**config.mk**
```make
export PLATFORM = sky130hd
export DESIGN_NAME = ple_ctrl
export DESIGN_NICKNAME = d
export VERILOG_FILES = /design/src/rtl/ple_pkg.sv /design/src/rtl/ple_ctrl.sv
export VERILOG_INCLUDE_DIRS = /design/src /design/src/rtl
export SDC_FILE = /design/constraint.sdc
export NUM_CORES = 1
export LEC_CHECK = 0
export ABC_AREA = 1
export BUFFER_PORTS_ARGS = -buffer_cell sky130_fd_sc_hd__buf_4
export CAP_MARGIN = 30
export CORE_MARGIN = 3
export CORE_UTILIZATION = 25
export CTS_CLUSTER_SIZE = 25
export DETAILED_ROUTE_END_ITERATION = 12
export GPL_TIMING_DRIVEN = 0
export PLACE_DENSITY = 0.57
export SETUP_SLACK_MARGIN = 0.15
export SYNTH_ARGS = -nofsm -noshare
export SYNTH_HDL_FRONTEND = slang
export SYNTH_SLANG_ARGS = --single-unit
```
**constraint.sdc**
```tcl
create_clock -name clk_i -period 1.3 [get_ports clk_i]
set_input_delay 0.39 -clock clk_i [delete_from_list [all_inputs] [get_ports clk_i]]
set_output_delay 0.39 -clock clk_i [all_outputs]
set_load 0.02 [all_outputs]
```
**src/rtl/positional_list_engine_assert.svh**
```systemverilog
// Assertion macros shared by the positional list engine modules.
`ifndef POSITIONAL_LIST_ENGINE_ASSERT_SVH
`define POSITIONAL_LIST_ENGINE_ASSERT_SVH

// Same-cycle implication, sampled on clk_i, off while rst_ni is low.
`define PLE_ASSERT_NOW(lbl, ante, cons, msg) \
  lbl: assert property (@(posedge clk_i) disable iff (!rst_ni) (ante) |-> (cons)) \
    else $error(msg);

// Next-cycle implication, sampled on clk_i, off while rst_ni is low.
`define PLE_ASSERT_NEXT(lbl, ante, cons, msg) \
  lbl: assert property (@(posedge clk_i) disable iff (!rst_ni) (ante) |=> (cons)) \
    else $error(msg);

`endif

```
**src/rtl/ple_pkg.sv**
```systemverilog
// Types, codes and defaults shared by the positional list engine modules.
package ple_pkg;

  localparam int unsigned CAPACITY_DEF = 128;
  localparam int unsigned KEY_BITS_DEF = 32;

  localparam int unsigned REQ_W   = 2;
  localparam int unsigned POS_W   = 8;
  localparam int unsigned WORD_W  = 32;
  localparam int unsigned STAT_W  = 2;
  localparam int unsigned IN_W    = 112;
  localparam int unsigned OUT_W   = 120;

  typedef enum logic [REQ_W-1:0] {
    REQ_READ   = 2'd0,
    REQ_SEARCH = 2'd1,
    REQ_INSERT = 2'd2,
    REQ_DELETE = 2'd3
  } ple_req_e;

  typedef enum logic [STAT_W-1:0] {
    STAT_OK   = 2'd0,
    STAT_POS  = 2'd1,
    STAT_FULL = 2'd2
  } ple_status_e;

  // Controller to datapath commands.
  typedef struct packed {
    logic latch;      // capture the request fields
    logic ptr_load;   // set the walk pointer to its start
    logic ptr_step;   // advance the walk pointer
    logic rd_en;      // read the store at the walk pointer
    logic wr_shift;   // move the last read record to its new slot
    logic found_set;  // record the position of the last read record
    logic finish;     // commit the request and load the result
  } ple_cmd_t;

  // Datapath to controller status.
  typedef struct packed {
    logic skip;       // nothing to walk: error, full, or empty walk
    logic last;       // walk pointer sits on the final entry
    logic match;      // last read record matches the search key
    logic out_free;   // result register can take a new result
  } ple_sts_t;

endpackage

```
**src/rtl/ple_ctrl.sv**
```systemverilog
// Request sequencer of the positional list engine.
module ple_ctrl (
  input  logic              clk_i,
  input  logic              rst_ni,
  input  logic              req_valid_i,
  output logic              req_ready_o,
  input  ple_pkg::ple_sts_t sts_i,
  output ple_pkg::ple_cmd_t cmd_o
);

  `include "positional_list_engine_assert.svh"

  typedef enum logic [4:0] {
    S_IDLE   = 5'b00001,
    S_CHECK  = 5'b00010,
    S_WALK   = 5'b00100,
    S_DRAIN  = 5'b01000,
    S_FINISH = 5'b10000
  } ple_state_e;

  ple_state_e state_q, state_d;

  always_comb begin
    cmd_o       = '0;
    state_d     = state_q;
    req_ready_o = (state_q == S_IDLE);
    case (state_q)
      S_IDLE: begin
        if (req_valid_i) begin
          cmd_o.latch = 1'b1;
          state_d     = S_CHECK;
        end
      end
      S_CHECK: begin
        if (sts_i.skip) begin
          state_d = S_FINISH;
        end else begin
          cmd_o.ptr_load = 1'b1;
          state_d        = S_WALK;
        end
      end
      S_WALK: begin
        cmd_o.wr_shift = 1'b1;
        if (sts_i.match) begin
          cmd_o.found_set = 1'b1;
          state_d         = S_FINISH;
        end else begin
          cmd_o.rd_en = 1'b1;
          if (sts_i.last) begin
            state_d = S_DRAIN;
          end else begin
            cmd_o.ptr_step = 1'b1;
          end
        end
      end
      S_DRAIN: begin
        cmd_o.wr_shift  = 1'b1;
        cmd_o.found_set = sts_i.match;
        state_d         = S_FINISH;
      end
      S_FINISH: begin
        if (sts_i.out_free) begin
          cmd_o.finish = 1'b1;
          state_d      = S_IDLE;
        end
      end
      default: begin
        state_d = S_IDLE;
      end
    endcase
  end

  always_ff @(posedge clk_i or negedge rst_ni) begin
    if (!rst_ni) begin
      state_q <= S_IDLE;
    end else begin
      state_q <= state_d;
    end
  end

  `PLE_ASSERT_NEXT(a_finish_returns, (state_q == S_FINISH) && sts_i.out_free, state_q == S_IDLE, "finish did not return to idle")

endmodule

```
* Word level (Yosys, flattened, before mapping) *
Index checks and enable logic that the tools add are counted.
Widths: inputs -> output; s select.

storage, ports and cells
  register bits = 5
  bits in latches = 0
  bits in writable memories = 0
  memories kept = 0
  bits in read-only memories = 0

operators by class
  divide/modulo/power cells = 0
  $add $sub $neg = 0
  equal/unequal tests = 8
  bitwise logic cells = 0
  reduce and logical (&&, ||, !) cells = 1
  muxes and demuxes = 17
  shift-type cells = 0
  $mul = 0
  order comparisons = 0

operator list
  kind                number
  $mux 5              5
  $pmux 5 s5          1
  $mux 1              8
  $eq 5x1->1 const B  1
  $eq 5x2->1 const B  1
  $eq 5x3->1 const B  1
  $eq 5x4->1 const B  1
  $eq 5x5->1 const B  1
  $mux 2              2
  $ne 2x2->1 const B  2
  $pmux 2 s2          1
  $ne 3x3->1 const B  1
  $reduce_and 3->1    1

* Depth between registers and ports, before layout *
  word-level depth = 3
  mapped depth = 7
  depth with buffers taken out = 7

* Worst setup path after synthesis *
No wires, ideal clock.

  path type = reg-to-output
  start = register state_q[0]
  end = output port cmd_o[6] in the netlist's numbering
  slack = -402 ps
  data arrival time = 1,312 ps
  cell stages (with the launch flop) = 5
  buffers on the path = 0
  path through = dfstp_2 > inv_1 > nor2_2 > nand3_2 > nor3_1

RTL lines
  element                   RTL line        RTL
  start: declaration        ple_ctrl.sv:21  ple_state_e state_q, state_d;
  start signal: assignment  ple_ctrl.sv:77  state_q <= state_d;
  end: declaration          ple_ctrl.sv:8   output ple_pkg::ple_cmd_t cmd_o

==> results.cfg <==
[outcome]
status = finished with violations
failed_checks = setup timing

[yosys]
synth.yosys.seq_area_share_pct = 35.3
ys_ff_latch = 5
synth_top_area_share_pct = 28.0
syn_nets = 56
yosysWarnings = 0
synthDistinctLibCells = 18
synth_largest_area_cell = dfrtp_1
synth.cell_area_sq_um = 358
post_synth.cell_area_avg_sq_um = 7.30
synthTopCellsByArea = dfrtp_1, inv_1, nor2_1
synth_cells = 49

[floorplanning]
dieArea_sq_um = 1920
die_h_um = 43.8
row_count = 13
io_pins = 15
start_util_pct = 27.2
die_width_um = 43.8
core-area_sq_um = 1320

[route]
drtIter0Drc = 7
post_drt_wl_per_cell_um = 12.0
route.detailed.drc = 0
dr_total_vias = 449
wl_mm = 1.19
dr.pass1.iters = 4
drt-vias-per-instance = 4.54
ant_nets = 0

[timing]
fin_crit_sh_pct = 140
setup_viol = 11
slew_viol_final = 0
skew_ns = 0.00653
rsz0062_at_grt = yes
fin_ws_ns = -0.515
slew_headroom_pct = 82.7
fin_hold_ws_ns = 0.366
timing_hold_violations_final = 0
worstMarginPinSlew_ns = 0.258
period_needed_ns = 1.81
max_freq_mhz = 551

[flow_run]
cap_viol_max_count = 0

[power]
p_per_area_nw_per_um2 = 2040
p_leak_nw = 0.383
ir_worst_vdd_uv = 786

[critical_path]
cp-start-kind = register
critPathKind = register to output pin
cp_max_fo = 4
required_ns = 0.91
crit_arrival_ns = 1.42
crit_path_end_kind = output pin

[clocking]
cts.sink_count = 5
cts_buffer_depth = 2
htree_num_levels = 1
clkLatencyLatePin_ns = 0.25
cts_tree = built
cts_root_buffer = clkbuf_4
clk_pin_slew_ns = 0.05
numCtsBuffers = 3

[grt]
grt_first_pass_wirelength_mm = 1.81
gr-total-overflow = 0
grt_use_total_pct = 12.8
antenna_found_initial = 0
grt_max_degree = 6
grt_pass1_vias = 441

[place]
place_ws_ns = -0.385
gp_congestion = 0.722
dp_hpwl_um = 655
place.port_buffers = 14

[finish]
nets = 92
largest_register_ffs = 5
regMostFlops = state_q
drive_gt1_share_pct = 75.0
syn2layout_area_growth_pct = 120
largestRegisters = state_q (5)
num_antenna_cells = 0

[worst_hold_path]
min_path_type = input port to register
## placed cells by master (no fill, tap or decap)
cell type / count
buf_4: 19
buf_6: 12
inv_2: 6
nor2_1: 5
nor2_4: 5
inv_1: 5
nor3_4: 3
nand4_1: 3
nand2_2: 3
clkbuf_4: 3
nand3_1: 2
nand3_4: 2
nand3_2: 2
dfrtp_2: 2
dfrtp_1: 2
inv_4: 1
o21ai_4: 1
nor2_2: 1
a21oi_2: 1
nand2_1: 1
nor3_2: 1
o21ai_1: 1
clkbuf_1: 1
dlygate4sd3_1: 1
dfstp_2: 1
## kinds of logic (layout without fill, tap and decap cells)
family | Yosys count | in the layout | share of synthesized area (%)
simple gates | 28 | 28 | 44.8
buf+inv | 13 | 48 | 14.7
flops | 5 | 5 | 35.3
compound gates | 3 | 3 | 5.24
## final cells by class
type	instances	area [sq um]
timing repair buffer	31	280
inverter	12	47.5
clock buffer	4	26.3
fill	121	532
sequential	5	129
buffer	1	7.51
multi-input combinational	31	277
tap	15	18.8
## per-stage QoR
stage | total power [mW] | cell area [sq um] | std cells | util (%) | setup TNS, ns
after global placement | 0.872 | 513 | 78 | 38.9 | -1.75
after floorplan | 0.713 | 389 | 49 | - | -0.478
after CTS | 1.32 | 679 | 92 | 51.6 | -3.64
after detailed placement | 0.876 | 513 | 78 | 38.9 | -1.68
after global routing | 1.70 | 786 | 99 | 59.6 | -4.45
final | 1.61 | 786 | 99 | 59.6 | -3.67
## report_power, final
group          internal (mW)  switching (mW)
Combinational          0.593           0.539
Sequential             0.217          0.0720
Clock                  0.116          0.0683
Total                  0.927           0.679
## per-layer routing
layer / GRT usage (%) / wire (um) / up-vias
met4: 9.04 / 6 / 0
met2: 20.6 / 651 / 14
li1: - / - / 224
met3: 2.90 / 41 / 2
met5: 0 / 0 / -
met1: 14.9 / 489 / 209
## repair_timing
| item | CTS | global route |
|---|---|---|
| hold buffers | 1 | 0 |
| resized for setup | 17 | 15 |
| setup endpoints to repair | 12 | 13 |
| hold endpoints to repair | 4 | 0 |
| pin swaps | 8 | 10 |
| buffers inserted | 9 | 7 |
## path summary, 6_finish.rpt
kind / from / to / slack, ns / cells after the start
worst max-delay path: state_q[0] / cmd_o[6] / -0.51 / 5
worst min-delay path: sts_i[3] / state_q[2] / 0.37 / 2
min in group asynchronous: rst_ni / state_q[4] / 0.51 / 2
worst max register to register: state_q[0] / state_q[0] / -0.08 / 9
max in group asynchronous: rst_ni / state_q[0] / 0.60 / 2
worst min register to register: state_q[2] / state_q[4] / 0.72 / 3
## worst max-delay path, stage by stage (launching register included)
cell and delay (ns):
dfstp_2 0.58, inv_2 0.06, nor2_4 0.09, nand3_4 0.12, nor3_4 0.20, buf_6 0.13
## Yosys cell counts (all sizes together)
cell and n:
dfstp 1, nor2 11, nand2 4, nand3 6
dfrtp 4, o21ai 2, inv 12, buf 1
nor3 4, nand4 3, a21oi 1
Power figures use the tool's default switching activity.
